<file path="src/hw/rtl/psd_pkg.sv">
// psd_pkg: shared types and constants of the point-to-segment distance block.
// Depends on nothing; imported by every module of the block.
`timescale 1ns / 1ps
package psd_pkg;

   localparam int COORD_W  = 16;
   localparam int DIST_W   = 33;
   localparam int REGION_W = 2;

   typedef enum logic [REGION_W-1:0] {
      REGION_INTERIOR = 2'd0,
      REGION_START    = 2'd1,
      REGION_END      = 2'd2
   } region_type;

   typedef struct packed {
      logic signed [COORD_W-1:0] point_x;
      logic signed [COORD_W-1:0] point_y;
      logic signed [COORD_W-1:0] start_x;
      logic signed [COORD_W-1:0] start_y;
      logic signed [COORD_W-1:0] end_x;
      logic signed [COORD_W-1:0] end_y;
   } req_type;

   typedef struct packed {
      logic [DIST_W-1:0]   distance_q16;
      logic [REGION_W-1:0] closest_region;
   } rsp_type;

endpackage

</file>
<file path="src/hw/rtl/psd_div.sv">
// psd_div: restoring divider, one quotient bit per pipeline stage.
// Depends on psd_pkg.
`timescale 1ns / 1ps
module psd_div import psd_pkg::*; #(
   parameter int REM_W  = 35,
   parameter int QUO_W  = 16,
   parameter int SIDE_W = 70
) (
   input  logic              clock,
   input  logic              reset,
   input  logic              in_valid,
   output logic              in_ready,
   input  logic [REM_W-1:0]  in_rem,
   input  logic [REM_W-2:0]  in_den,
   input  logic [SIDE_W-1:0] in_side,
   output logic              out_valid,
   input  logic              out_ready,
   output logic [QUO_W-1:0]  out_quo,
   output logic [SIDE_W-1:0] out_side
);
   localparam int N = QUO_W;

   logic [N-1:0]      v_ff;
   logic [N:0]        adv;
   logic [REM_W-1:0]  rem_ff  [N];
   logic [REM_W-2:0]  den_ff  [N];
   logic [QUO_W-1:0]  quo_ff  [N];
   logic [SIDE_W-1:0] side_ff [N];

   assign adv[N]   = out_ready;
   assign in_ready = adv[0];

   generate
      for (genvar i = 0; i < N; i++) begin : g_stage
         logic              v_prev;
         logic [REM_W-1:0]  rem_prev;
         logic [REM_W-2:0]  den_prev;
         logic [QUO_W-1:0]  quo_prev;
         logic [SIDE_W-1:0] side_prev;
         logic [REM_W-1:0]  shifted;
         logic              take;

         if (i == 0) begin : g_first
            assign v_prev    = in_valid;
            assign rem_prev  = in_rem;
            assign den_prev  = in_den;
            assign quo_prev  = '0;
            assign side_prev = in_side;
         end else begin : g_next
            assign v_prev    = v_ff[i-1];
            assign rem_prev  = rem_ff[i-1];
            assign den_prev  = den_ff[i-1];
            assign quo_prev  = quo_ff[i-1];
            assign side_prev = side_ff[i-1];
         end

         assign adv[i]  = !v_ff[i] || adv[i+1];
         assign shifted = {rem_prev[REM_W-2:0], 1'b0};
         assign take    = shifted >= {1'b0, den_prev};

         always_ff @(posedge clock) begin
            if (reset) begin
               v_ff[i] <= 1'b0;
            end else if (adv[i]) begin
               v_ff[i] <= v_prev;
            end
         end

         always_ff @(posedge clock) begin
            if (adv[i]) begin
               rem_ff[i]  <= take ? shifted - {1'b0, den_prev} : shifted;
               den_ff[i]  <= den_prev;
               quo_ff[i]  <= {quo_prev[QUO_W-2:0], take};
               side_ff[i] <= side_prev;
            end
         end
      end
   endgenerate

   assign out_valid = v_ff[N-1];
   assign out_quo   = quo_ff[N-1];
   assign out_side  = side_ff[N-1];

endmodule

</file>
<file path="config.mk">
export PLATFORM = sky130hd
export DESIGN_NAME = psd_div
export DESIGN_NICKNAME = d
export VERILOG_FILES = /design/src/hw/rtl/psd_pkg.sv /design/src/hw/rtl/psd_div.sv
export SDC_FILE = /design/constraint.sdc
export NUM_CORES = 2
export LEC_CHECK = 0
export ABC_AREA = 1
export BUFFER_PORTS_ARGS = -buffer_cell sky130_fd_sc_hd__buf_4
export CAP_MARGIN = 5
export CORE_MARGIN = 4
export CORE_UTILIZATION = 59
export DETAILED_ROUTE_END_ITERATION = 12
export PLACE_DENSITY = 0.76
export SLEW_MARGIN = 25
export SYNTH_ARGS = -nofsm -noshare
export SYNTH_HDL_FRONTEND = slang
export SYNTH_SLANG_ARGS = --single-unit
</file>
<file path="constraint.sdc">
create_clock -name clock -period 22.7 [get_ports clock]
set_input_delay 1.135 -clock clock [delete_from_list [all_inputs] [get_ports clock]]
set_output_delay 1.135 -clock clock [all_outputs]
set_load 0.03 [all_outputs]
</file>
After elaboration in Yosys (flattened, before gate mapping):

Memories as Yosys holds them, arrays and structs flattened.
Index checks and enable logic that the tools add are counted.

* bits in registers: 16
* RAM bits: 2480
* input port bits: 143
* word-level logic and storage cells: 132
* memories kept: 4

* $add $sub $neg: 16
* order comparisons: 16
* mux-type cells: 48
* reduce and logical (&&, ||, !) cells: 32

Memories
* side_ff: depth 16, width 70, read ports 16, clocked after memory_dff 0, write ports 16, RTL line psd_div.sv:28 `logic [SIDE_W-1:0] side_ff [N];`
* rem_ff: depth 16, width 35, read ports 15, clocked after memory_dff 0, write ports 16, RTL line psd_div.sv:25 `logic [REM_W-1:0] rem_ff [N];`
* den_ff: depth 16, width 34, read ports 15, clocked after memory_dff 0, write ports 16, RTL line psd_div.sv:26 `logic [REM_W-2:0] den_ff [N];`
* quo_ff: depth 16, width 16, read ports 16, clocked after memory_dff 0, write ports 16, RTL line psd_div.sv:27 `logic [QUO_W-1:0] quo_ff [N];`

Operator list (count)
* greater-or-equal comparator 35 x 34 -> 1 bit: 16
* two-way mux 35 bit: 16
* subtractor 35 x 34 -> 35 bit: 16
* two-way mux 1 bit: 32
* zero test 1 bit: 16
* logical OR 1 bit: 16

Logic depth before layout (Yosys ltp):

* word-level depth: 19
* mapped depth: 16
* depth with buffers taken out: 15

Worst setup path before layout:

OpenSTA, ideal clock, no wires.

* path kind: input to register
* from: input port out_ready
* to: memory den_ff[0][0] (netlist bit) (enable)
* library setup time: 1927 ps
* arrival time: 14568 ps
* setup slack: 6205 ps
* stages: 8
* buffers on the path: 0
* cells stage by stage: inv_1 -> nand4_2 -> nor3_2 -> nand4_2 -> nor2_4 -> nand4_4 -> nor2_4 -> nand4_1

RTL lines
* start, declared: RTL line psd_div.sv:17 `input logic out_ready,`
* end, declared: RTL line psd_div.sv:26

Final worst setup path:

* from: input port out_ready
* to: output port in_ready

* word-level cells in the longest chain between the ends: 16

RTL lines
* logical OR 1 bit (3 in a row): RTL line psd_div.sv:57 `assign adv[i] = !v_ff[i] || adv[i+1];`
* named net adv[13]: RTL line psd_div.sv:24 `logic [N:0] adv;`
* logical OR 1 bit (5 in a row): RTL line psd_div.sv:57
* named net adv[8]: RTL line psd_div.sv:24
* logical OR 1 bit (4 in a row): RTL line psd_div.sv:57
* named net adv[4]: RTL line psd_div.sv:24
* logical OR 1 bit (4 in a row): RTL line psd_div.sv:57
* end, declared: RTL line psd_div.sv:12 `output logic in_ready,`

The timed path passes the listed nets, and every way through them passes these cells.

==> results.yml <==
yosys:
  synth-main-ff-cell: "edfxtp_1"
  yosys_warnings: 0
  ys_seq_elements: 2292
  syn_inst: 9583
  syn-cell-area_mm2: 0.109
  edff_count_synth: 2276
  synthesis.area_per_instance_um2: 11.3
  synth_cell_types: 56
  synth.yosys.seq_area_share_pct: 63.3
  asyncSetResetFlopFracSynth_pct: 0
  mappedNetlistNets: 10300
critical_path:
  crit_required_ns: 21.57
  worst_path_bufs_invs: 4
  crit_arrival_ns: 5.39
  type_of_the_setup_path_with_the_least_slack: "input port to primary output"
  setup.worst_path.end_class: "primary output"
  critical-path-slowest-cell: "nand4_4"
  worstSetupStartpointType: "input port"
  path_max_fanout: 32
  timing.critical_path.slowest_cell_delay_ns: 0.71
  cp_top_family: "simple AND/OR/NAND/NOR gates"
  worstPathCellList: "buf_4 -> inv_1 -> nand4_4 -> nor3_2 -> nand4_4 -> nor2_4 -> nand4_4 -> buf_4 -> nor2_4 -> nand4_1 -> buf_4"
power_and_ir_drop:
  power.net_switching_uw: 6300
  power.ir.vdd_worst_v: 0.000105
  power_report.internal_total_uw: 9880
  clkPwrFrac_pct: 22.6
  switching_share_pct: 38.9
  sequentialPowerShare_pct: 38.8
  cellLeakagePower_uw: 0.0495
  portion_of_total_power_attributed_to_combinational_logic_pct: 38.6
  power.density_mw_per_mm2: 135
timing:
  worst-slew-pin-transition_ns: 1.02
  fmax_mhz: 153
  final.min_clock_period_ns: 6.53
  grt_setup_unrepaired: "no"
  hold_viol: 0
  timing.final.setup_violations: 0
  fin_skew_ns: 0.0854
  max-slew-margin-rel_pct: 32.3
  final_report_max_slew_violation_count: 0
  fin_hold_ws_ns: 0.392
  finalWorstSetupSlack_ns: 16.17
  total_neg_setup_slack_ns: 0
  post-route-period-util_pct: 28.8
placed_design:
  numPortBuffers: 229
  gpl.final_weighted_congestion: 0.990
  placement.setup.worst_slack_ns: 16.05
  dpl.hpwl_mm: 219
  numPlacedInstances: 12200
  detailed_place.area_mm2: 0.113
hold_path:
  min_path_type: "flip-flop to flip-flop"
global_routing:
  vias_in_the_first_global_route: 70300
  grt_start_max_net_pins: 87
  grt_pass1_wl_mm: 435
  global_route.overflow_total: 0
  grt_util_all_layers_pct: 30.3
  antenna_found_initial: 12
clock_tree:
  hold_buffers: 0
  postCtsSetupBuffers: 0
  numCtsBuffers: 218
  post_cts_resize_count: 0
  clk-insertion-delay-late_ns: 0.87
  cts_root_buf: "clkbuf_16"
  clock_sink_count: 2292
  path_clk_slew_ns: 0.06
  clock_path_buffers: 3
  cts_tree: "yes"
  htree_num_levels: 4
drt:
  drt_pass1_iterations: 8
  postRouteWirelength_mm: 292
  drt.antenna.violating_nets: 0
  drcViolationCount: 0
  drt-wirelength-per-cell_um: 23.2
  via_per_inst: 5.70
  vias: 71900
  drt_iter0_drc: 7319
final_layout:
  post_layout_nonfiller_instances: 12600
  total_non_filler_cell_area_in_the_finished_layout_mm2: 0.120
  flow.area_growth_from_synthesis_pct: 10.6
  finish.net_count: 10700
  mostFrequentLayoutCells: "2276 x edfxtp_1, 2220 x nand2_1, 1038 x inv_1"
  post_route_cells_drive_above_1_share_pct: 9.01
  final_common_cell: "edfxtp_1"
floorplanning:
  design.portCount: 231
  coreArea_mm2: 0.183
  die_h_um: 437
  placement_rows: 157
  initial_utilization_pct: 59.3
  dieWidth_um: 437
  die_area_mm2: 0.191
job:
  cap_viol_max_count: 0
outcome:
  result_of_the_run: "finished clean"
-- power groups by stage --
stage                     sequential [uW]  combinational [uW]  clock [uW]
after global routing                 6320                6910        3910
after global placement               6330                6050           0
after detailed placement             6340                6110           0
final                                6280                6250        3660
after floorplan                      6060                4640           0
after CTS                            6280                6170        3720
-- metrics by stage --
stage | total power, uW | utilization (%)
finish | 16200 | 65.5
global route | 17200 | 65.5
floorplan | 10700 | -
global placement | 12400 | 61.6
detailed placement | 12500 | 61.6
CTS | 16200 | 65.5
-- logic make-up after synthesis --
kind of cell    synth area share, %
compound gates                 8.65
simple gates                   14.1
xor+xnor                       2.82
flops                          63.3
buf+inv                        4.61
fa+ha+maj                      6.54
-- layout make-up --
class                   instances  area [um2]
multi-input cells            6135       35000
fillers                     13700       63100
flip-flops and latches       2292       68700
diodes                          4        10.0
well taps                    2464        3080
repair buffers                263        2000
clock buffers                 262        5700
clock inverters               138        1530
inverters                    1062        4050
-- cell usage after synthesis, types with 67 or more instances --
cell	number	share of area [%]
nand2_1	2224	7.7
nor2_1	771	2.7
a21oi_1	628	2.9
o21ai_2	210	1.7
xor2_1	147	1.2
o21ai_0	308	1.4
inv_1	1043	3.6
xnor2_1	202	1.6
ha_1	543	6.3
nand3_1	344	1.6
buf_6	67	0.70
o21ai_1	96	0.44
edfxtp_1	2276	63
-- flip-flops by register name (all words and copies together) (netlist names) --
name	cells
quo_ff	136
side_ff	1120
out_valid	1
den_ff	510
g_stage.v_prev	15
rem_ff	510
-- routing by layer --
layer | vias to the layer above | routed length, um | track usage, % | part of all wire (%)
met3 | 595 | 19200 | 4.49 | 6.6
met1 | 34300 | 118000 | 39.8 | 40
met4 | 8 | 12400 | 11.4 | 4.3
met5 | - | 57 | 0 | 0.019
li1 | 34200 | - | - | -
met2 | 2804 | 143000 | 51.4 | 49
-- worst paths after layout --
check	depth (start not counted)	slack, ns	start	end
worst min-delay path	0	0.39	quo_ff[1][86]	quo_ff[1][103]
worst max-delay path	11	16.17	out_ready	in_ready
worst min register to register	0	0.39	quo_ff[1][86]	quo_ff[1][103]
worst max register to register	10	16.97	out_valid	rem_ff[0][20]
No activity file was read; power rests on OpenSTA's default activity.
