===== config.mk =====
export PLATFORM = sky130hd
export DESIGN_NAME = psd_front
export DESIGN_NICKNAME = d
export VERILOG_FILES = /design/src/hw/rtl/psd_pkg.sv /design/src/hw/rtl/psd_front.sv
export SDC_FILE = /design/constraint.sdc
export NUM_CORES = 2
export LEC_CHECK = 0
export ABC_AREA = 1
export BUFFER_PORTS_ARGS = -buffer_cell sky130_fd_sc_hd__buf_2
export CORE_MARGIN = 3
export CORE_UTILIZATION = 65
export DETAILED_ROUTE_END_ITERATION = 6
export GPL_TIMING_DRIVEN = 0
export PLACE_DENSITY = 0.87
export SLEW_MARGIN = 20
export SYNTH_ARGS = -nofsm -noshare
export SYNTH_HDL_FRONTEND = slang
export SYNTH_SLANG_ARGS = --single-unit

===== constraint.sdc =====
create_clock -name clock -period 33.7 [get_ports clock]
set_input_delay 0 -clock clock [delete_from_list [all_inputs] [get_ports clock]]
set_output_delay 0 -clock clock [all_outputs]
set_load 0.01 [all_outputs]

===== src/hw/rtl/psd_pkg.sv =====
// psd_pkg: shared types and constants of the point-to-segment distance block.
// Depends on nothing; imported by every module of the block.
`timescale 1ns / 1ps
package psd_pkg;

   localparam int COORD_W  = 16;
   localparam int DIST_W   = 33;
   localparam int REGION_W = 2;

   typedef enum logic [REGION_W-1:0] {
      REGION_INTERIOR = 2'd0,
      REGION_START    = 2'd1,
      REGION_END      = 2'd2
   } region_type;

   typedef struct packed {
      logic signed [COORD_W-1:0] point_x;
      logic signed [COORD_W-1:0] point_y;
      logic signed [COORD_W-1:0] start_x;
      logic signed [COORD_W-1:0] start_y;
      logic signed [COORD_W-1:0] end_x;
      logic signed [COORD_W-1:0] end_y;
   } req_type;

   typedef struct packed {
      logic [DIST_W-1:0]   distance_q16;
      logic [REGION_W-1:0] closest_region;
   } rsp_type;

endpackage


===== src/hw/rtl/psd_front.sv =====
// psd_front: differences, products, dot product, squared length and region.
// Depends on psd_pkg.
`timescale 1ns / 1ps
module psd_front import psd_pkg::*; #(
   parameter int COORD_BITS = 16
) (
   input  logic                           clock,
   input  logic                           reset,
   input  logic                           in_valid,
   output logic                           in_ready,
   input  req_type                        in_data,
   output logic                           out_valid,
   input  logic                           out_ready,
   output logic [2*(COORD_BITS+1):0]      out_rem,
   output logic [2*(COORD_BITS+1)-1:0]    out_den,
   output logic [4*(COORD_BITS+1)+1:0]    out_side
);
   localparam int C  = COORD_BITS;
   localparam int DW = C + 1;
   localparam int PW = 2 * DW;
   localparam int N  = 4;

   logic [N-1:0] v_ff;
   logic [N:0]   adv;

   logic signed [C-1:0] px, py, ax, ay, bx, by;

   generate
      if (C <= COORD_W) begin : g_trim
         assign px = in_data.point_x[C-1:0];
         assign py = in_data.point_y[C-1:0];
         assign ax = in_data.start_x[C-1:0];
         assign ay = in_data.start_y[C-1:0];
         assign bx = in_data.end_x[C-1:0];
         assign by = in_data.end_y[C-1:0];
      end else begin : g_ext
         assign px = {{(C-COORD_W){in_data.point_x[COORD_W-1]}}, in_data.point_x};
         assign py = {{(C-COORD_W){in_data.point_y[COORD_W-1]}}, in_data.point_y};
         assign ax = {{(C-COORD_W){in_data.start_x[COORD_W-1]}}, in_data.start_x};
         assign ay = {{(C-COORD_W){in_data.start_y[COORD_W-1]}}, in_data.start_y};
         assign bx = {{(C-COORD_W){in_data.end_x[COORD_W-1]}}, in_data.end_x};
         assign by = {{(C-COORD_W){in_data.end_y[COORD_W-1]}}, in_data.end_y};
      end
   endgenerate

   // stage registers
   logic signed [DW-1:0] abx0_ff, aby0_ff, apx0_ff, apy0_ff;
   logic signed [DW-1:0] abx1_ff, aby1_ff, apx1_ff, apy1_ff;
   logic signed [DW-1:0] abx2_ff, aby2_ff, apx2_ff, apy2_ff;
   logic signed [DW-1:0] abx3_ff, aby3_ff, apx3_ff, apy3_ff;
   logic signed [PW-1:0] pxx_ff, pyy_ff, dxa_ff, dya_ff;
   logic [PW-1:0]        len2_ff, len2_3_ff;
   logic signed [PW:0]   dot_ff, dot_3_ff;
   logic [REGION_W-1:0]  region_ff;
   logic [REGION_W-1:0]  region_in;

   // bubble-collapsing advance chain
   assign adv[N] = out_ready;
   generate
      for (genvar i = 0; i < N; i++) begin : g_adv
         assign adv[i] = !v_ff[i] || adv[i+1];
      end
   endgenerate
   assign in_ready = adv[0];

   always_ff @(posedge clock) begin
      if (reset) begin
         v_ff <= '0;
      end else begin
         if (adv[0]) v_ff[0] <= in_valid;
         if (adv[1]) v_ff[1] <= v_ff[0];
         if (adv[2]) v_ff[2] <= v_ff[1];
         if (adv[3]) v_ff[3] <= v_ff[2];
      end
   end

   always_comb begin
      if (dot_ff[PW] || dot_ff == '0 || len2_ff == '0) begin
         region_in = REGION_START;
      end else if ({1'b0, dot_ff[PW-1:0]} >= {1'b0, len2_ff}) begin
         region_in = REGION_END;
      end else begin
         region_in = REGION_INTERIOR;
      end
   end

   always_ff @(posedge clock) begin
      if (adv[0]) begin
         abx0_ff <= {bx[C-1], bx} - {ax[C-1], ax};
         aby0_ff <= {by[C-1], by} - {ay[C-1], ay};
         apx0_ff <= {px[C-1], px} - {ax[C-1], ax};
         apy0_ff <= {py[C-1], py} - {ay[C-1], ay};
      end
      if (adv[1]) begin
         pxx_ff  <= abx0_ff * abx0_ff;
         pyy_ff  <= aby0_ff * aby0_ff;
         dxa_ff  <= abx0_ff * apx0_ff;
         dya_ff  <= aby0_ff * apy0_ff;
         abx1_ff <= abx0_ff;
         aby1_ff <= aby0_ff;
         apx1_ff <= apx0_ff;
         apy1_ff <= apy0_ff;
      end
      if (adv[2]) begin
         len2_ff <= pxx_ff + pyy_ff;
         dot_ff  <= {dxa_ff[PW-1], dxa_ff} + {dya_ff[PW-1], dya_ff};
         abx2_ff <= abx1_ff;
         aby2_ff <= aby1_ff;
         apx2_ff <= apx1_ff;
         apy2_ff <= apy1_ff;
      end
      if (adv[3]) begin
         region_ff <= region_in;
         len2_3_ff <= len2_ff;
         dot_3_ff  <= dot_ff;
         abx3_ff   <= abx2_ff;
         aby3_ff   <= aby2_ff;
         apx3_ff   <= apx2_ff;
         apy3_ff   <= apy2_ff;
      end
   end

   assign out_valid = v_ff[N-1];
   assign out_rem   = dot_3_ff;
   assign out_den   = len2_3_ff;
   assign out_side  = {abx3_ff, aby3_ff, apx3_ff, apy3_ff, region_ff};

endmodule


After elaboration in Yosys (flattened, before gate mapping)
Index checks and enable logic that the tools add are counted.

Bitwise gates (word level): 0. Shift operators: 0. Div/mod/pow operators: 0. Multipliers: 4. Equal/unequal tests: 0. Mux-type cells: 1. $lt $le $gt $ge: 1. Add/subtract/negate cells: 6. Reduce and logical (&&, ||, !) cells: 12.

Operator list (number): $mul A17 B17 Y34 (4); $sub A16 B16 Y17 (4); $add A34 B34 Y35 (1); $logic_not A35 Y1 (1); $add A34 B34 Y34 (1); $ge A34 B34 Y1 (1); $logic_not A34 Y1 (1); $logic_or A1 B1 Y1 (6); $logic_not A1 Y1 (4); $mux W2 (1).

Memories kept: 0. Output and inout bits: 141. Bits in writable memories: 0. Latch bits: 0. ROM bits: 0. Flip-flop bits (word level): 552. Word-level logic and storage cells: 53.

Logic depth before layout (Yosys ltp)
Depth after elaboration: 5. Gate-level depth with buffers: 29. Depth with buffers taken out: 27.

Least setup slack after synthesis
No wires, ideal clock.

Kind: flip-flop to flip-flop. From: reg v_ff[3]. To: reg abx1_ff[0] (enable). Buffers on the path: 0. Setup slack: 23.045 ns. Required time: 33.148 ns. Clock period less this slack: 10.655 ns. Setup time: 0.552 ns. Data arrival time: 10.103 ns. Stages on the path, launching flop included: 8. Path through: dfxtp_1 > inv_1 > nor2_1 > inv_1 > nor2_1 > inv_1 > nor2_1 > inv_1.

Longest elaborated chain between the ends: 4.

Ends and longest elaborated chain: from (decl) (RTL line psd_front.sv:23) `logic [N-1:0] v_ff;`; from (signal assigned) (RTL line psd_front.sv:73) `if (adv[3]) v_ff[3] <= v_ff[2];`; $logic_not A1 Y1 (RTL line psd_front.sv:61) `assign adv[i] = !v_ff[i] || adv[i+1];`; $logic_or A1 B1 Y1 (RTL line psd_front.sv:61); named net adv[3] (RTL line psd_front.sv:24) `logic [N:0] adv;`; $logic_or A1 B1 Y1 (RTL line psd_front.sv:61); named net adv[2] (RTL line psd_front.sv:24); $logic_or A1 B1 Y1 (RTL line psd_front.sv:61); named net adv[1] (RTL line psd_front.sv:24); to (signal assigned) (RTL line psd_front.sv:99) `abx1_ff <= abx0_ff;`; to (decl) (RTL line psd_front.sv:48) `logic signed [DW-1:0] abx1_ff, aby1_ff, apx1_ff, apy1_ff;`.

The timed path passes the listed nets, and every way through them passes these cells. A chain may end at the register's enable or synchronous reset.

Final worst setup path
From: reg abx0_ff[16]. To: reg dxa_ff[29], data pin.

Longest elaborated chain between the ends: 1.

Ends and longest elaborated chain: from (decl) (RTL line psd_front.sv:47) `logic signed [DW-1:0] abx0_ff, aby0_ff, apx0_ff, apy0_ff;`; from (signal assigned) (RTL line psd_front.sv:89) `abx0_ff <= {bx[C-1], bx} - {ax[C-1], ax};`; $mul A17 B17 Y34 (RTL line psd_front.sv:97) `dxa_ff <= abx0_ff * apx0_ff;`; to (signal assigned) (RTL line psd_front.sv:97); to (decl) (RTL line psd_front.sv:51) `logic signed [PW-1:0] pxx_ff, pyy_ff, dxa_ff, dya_ff;`.

No other way between the ends.

==> results.txt <==
----------------------------------------------------
[Run status]
  Outcome ... finished with violations
  Violations in the final reports ... design-rule violations

[Yosys]
  Count of unique library cells instantiated by Yosys ... 45
  Instance count of the mapped netlist ... 7863
  Mean instance size in the synthesized netlist ... 8.83 um2
  Proportion of register bits with asynchronous set or reset after synthesis ... 0%
  Synthesized netlist net count ... 9605
  EDFF count, synth ... 544
  Netlist area before placement ... 69400 um2
  Most used flip-flop cell after synthesis ... sky130_fd_sc_hd__edfxtp_1
  Yosys warns ... 0
  Post-synthesis sequential element count ... 548
  Post-synthesis sequential area ratio ... 23.6%

[Cells and area]
  Number of nets in the finished design ... 10000
  Share of post-route cells with drive strength above 1 ... 5.01%
  Number of fill cells in the layout ... 7944
  Layout-stage area growth over the synthesis result ... 9.10%

[Setup path]
  Required arrival time at the worst endpoint ... 34.02 ns
  Arrival time reported for the critical path endpoint ... 8.33 ns
  Critical path's slowest cell ... sky130_fd_sc_hd__fa_1
  CP endpoint kind ... flop
  Startpoint-to-endpoint class of the critical path ... reg2reg
  Crit path launch type ... flop
  Critical Path, Cell by Cell ... buf_2 > buf_1 > nand2_1 > inv_1 > fa_1 > fa_1 > fa_1 > fa_1 > fa_1 > inv_1 > fa_1 > inv_1 > ha_1 > nand2_1 > nor2_1 > nand2_1 > nor4_1 > nand2_1 > nand4_1 > nand2_1
  Most numerous cell on the critical path ... sky130_fd_sc_hd__fa_1
  Category of cells accounting for the largest share of critical-path delay ... adder cells
  Crit path buffers/inverters ... 5
  Worst Path Max Fanout ... 10
  Delay contributed by the slowest stage of the critical path ... 0.92 ns

[Timing]
  Final clock period utilization by the worst path ... 23.8%
  Slew at the pin closest to its max-slew limit ... 1.17 ns
  Unrepaired setup endpoints after global routing ... no
  Final worst path period need ... 8.01 ns
  Fmax ... 0.125 GHz
  Max Clock Skew ... 0.0414 ns
  Worst slew margin ... 21.7%
  Pins over their slew limit ... 0
  Accumulated negative setup slack ... 0 ns
  Finish-stage setup viols ... 0
  Hold Violations, Final ... 0

[Clock tree]
  Cts-stage hold buffer count ... 132
  Insertion delay of the later-clocked pin in the worst-skew pair ... 0.69 ns
  Maximum clock insertion buffer count ... 3
  Number of levels the H-tree was split into ... 2
  TritonCTS clock tree ... built
  CTS clock-pin slew for the worst setup and hold paths ... 0.07 ns
  Clock root buffer master ... sky130_fd_sc_hd__clkbuf_16
  CTS resizes ... 0
  Number of CTS-inserted buffers ... 59
  Number of clock sinks ... 548
  Post-CTS setup repair buffer count ... 0

[GRT]
  Overflow left after global routing ... 0
  Number of antenna violations at the first check in global routing ... 13
  Wire length of the first global-routing pass ... 318 mm
  Number of global-route vias before repair ... 57500
  GRT Total Usage ... 37.8%
  Maximum number of pins on one net before global-route repair ... 99

[Routing]
  Count of nets left with antenna violations after detail routing ... 0
  Met2 wirelength from detailed routing ... 92.5 mm
  Total number of vias ... 55100
  TritonRoute pass-1 iters ... 7
  Top metal layer carrying routed signals ... met5
  Routed length on met3 ... 25.0 mm
  Vias/cell ... 5.66
  WL final ... 205 mm
  Number of violations reported at the end of detailed-routing iteration 0 ... 5736
  Wire length on met1 ... 74.9 mm
  Post-detailed-route wirelength per cell ... 21.1 um
  Remaining routing DRC violations ... 1

[Floorplan]
  Height of the die ... 333 um
  Overall die area ... 111000 um2
  Boundary Pins ... 241
  Effective utilization at floorplan ... 65.7%
  Core region area ... 106000 um2
  Die width ... 333 um
  Placement Rows ... 119

[Place]
  RePlAce Congestion ... 1.01
  Half-perimeter wire length after detailed placement ... 167 mm
  Number of port buffers ... 240

[Flow run]
  Maximum capacitance violations ... 0

[Hold path]
  Hold Path Class ... in2reg

----------------------------------------------------
## cells in the final DEF (no fill, tap or decap), types with 132 or more instances in the layout
cell,n
sky130_fd_sc_hd__inv_1,2102
sky130_fd_sc_hd__nand2_1,1823
sky130_fd_sc_hd__fa_1,1128
sky130_fd_sc_hd__edfxtp_1,544
sky130_fd_sc_hd__ha_1,514
sky130_fd_sc_hd__nor2_1,377
sky130_fd_sc_hd__a21oi_1,283
sky130_fd_sc_hd__buf_2,241
sky130_fd_sc_hd__nand3_1,231
sky130_fd_sc_hd__clkbuf_1,212
sky130_fd_sc_hd__xor2_1,154
sky130_fd_sc_hd__dlygate4sd3_1,132
## cells in the mapped netlist (5+ instances only)
cell | number | area share [%]
sky130_fd_sc_hd__inv_1 | 2105 | 11
sky130_fd_sc_hd__nand2_1 | 1824 | 9.9
sky130_fd_sc_hd__fa_1 | 1128 | 33
sky130_fd_sc_hd__edfxtp_1 | 544 | 24
sky130_fd_sc_hd__ha_1 | 514 | 9.3
sky130_fd_sc_hd__nor2_1 | 377 | 2.0
sky130_fd_sc_hd__a21oi_1 | 283 | 2.0
sky130_fd_sc_hd__nand3_1 | 231 | 1.7
sky130_fd_sc_hd__clkbuf_1 | 203 | 1.1
sky130_fd_sc_hd__xor2_1 | 154 | 1.9
sky130_fd_sc_hd__o21ai_0 | 130 | 0.94
sky130_fd_sc_hd__nand4_1 | 59 | 0.53
sky130_fd_sc_hd__xnor2_1 | 46 | 0.58
sky130_fd_sc_hd__o21bai_1 | 37 | 0.40
sky130_fd_sc_hd__nor3_1 | 35 | 0.25
sky130_fd_sc_hd__nand2_2 | 21 | 0.19
sky130_fd_sc_hd__nor4_1 | 18 | 0.16
sky130_fd_sc_hd__a21o_1 | 15 | 0.16
sky130_fd_sc_hd__o21ai_1 | 15 | 0.11
sky130_fd_sc_hd__nor2_2 | 14 | 0.13
sky130_fd_sc_hd__nor3_2 | 14 | 0.20
sky130_fd_sc_hd__nand3b_1 | 13 | 0.14
sky130_fd_sc_hd__or2_2 | 10 | 0.090
sky130_fd_sc_hd__a31oi_1 | 8 | 0.072
sky130_fd_sc_hd__buf_1 | 6 | 0.032
sky130_fd_sc_hd__o21a_1 | 6 | 0.065
sky130_fd_sc_hd__a21boi_1 | 5 | 0.054
sky130_fd_sc_hd__and2_1 | 5 | 0.045
sky130_fd_sc_hd__inv_2 | 5 | 0.027
sky130_fd_sc_hd__o31ai_1 | 5 | 0.054
## area by class of cell
type	instances	area, um2	area share, %
multi-input cells	4994	44300	58.5
diodes	3	7.51	0.00991
plain buffers	210	790	1.04
flip-flops and latches	548	16400	21.7
inverters	2111	7950	10.5
clock buffers	68	1510	1.99
well taps	1391	1740	2.30
repair buffers	377	2650	3.50
clock inverters	40	377	0.497
## path summary, 6_finish.rpt
check,start,to,slack (ns),depth (start not counted)
max,abx0_ff[16]$_DFFE_PP_,dxa_ff[29]$_DFFE_PP_,25.69,20
min,in_data[55],apx0_ff[7]$_DFFE_PP_,0.04,4
max reg2reg,abx0_ff[16]$_DFFE_PP_,dxa_ff[29]$_DFFE_PP_,25.69,20
min reg2reg,abx2_ff[1]$_DFFE_PP_,abx3_ff[1]$_DFFE_PP_,0.40,0
## tightest hold or removal path: stages
cell and delay [ns]:
sky130_fd_sc_hd__buf_2 0.10, sky130_fd_sc_hd__inv_1 0.07, sky130_fd_sc_hd__ha_1 0.24, sky130_fd_sc_hd__xor2_1 0.13
## registers in the layout (all words and copies together), names as in the netlist, 32 cells and up
register and cells:
pyy_ff 32, len2_ff 34, dya_ff 34, dxa_ff 34
dot_ff 35, pxx_ff 32, out_den 34, out_rem 35
## kinds of logic after synthesis
logic type / Yosys count / share of synthesized area, %
and+or+nand+nor: 2633 / 15.4
AOI/OAI and AO/OA: 519 / 4.07
DFF: 548 / 23.6
xor gates and xnor gates: 200 / 2.52
buffers and inverters: 2321 / 12.5
adders and majority gates: 1642 / 41.8
## routing by layer
metal  up-vias  track usage, %
met1     26700            48.2
li1      24400               -
met5         -               0
met3       756            10.7
met2      3219            59.5
met4         6            19.2
## through the flow
stage                     instance area [um2]  cells  util (%)  worst slack (ns)  hold slack, ns
after global routing                    75800   9740      71.7             25.48          0.0232
after global placement                  72400   9494      68.5             17.89           0.202
after CTS                               75800   9739      71.7             26.03        0.000501
after floorplan                         69400   7863         -             23.05          0.0691
after detailed placement                72500   9499      68.6             26.02           0.206
final                                   75800   9742      71.7             25.69          0.0403
Power is left out: the tool's default activity adds up to more than one toggle a clock period on the data nets, which glitch-free logic cannot reach.
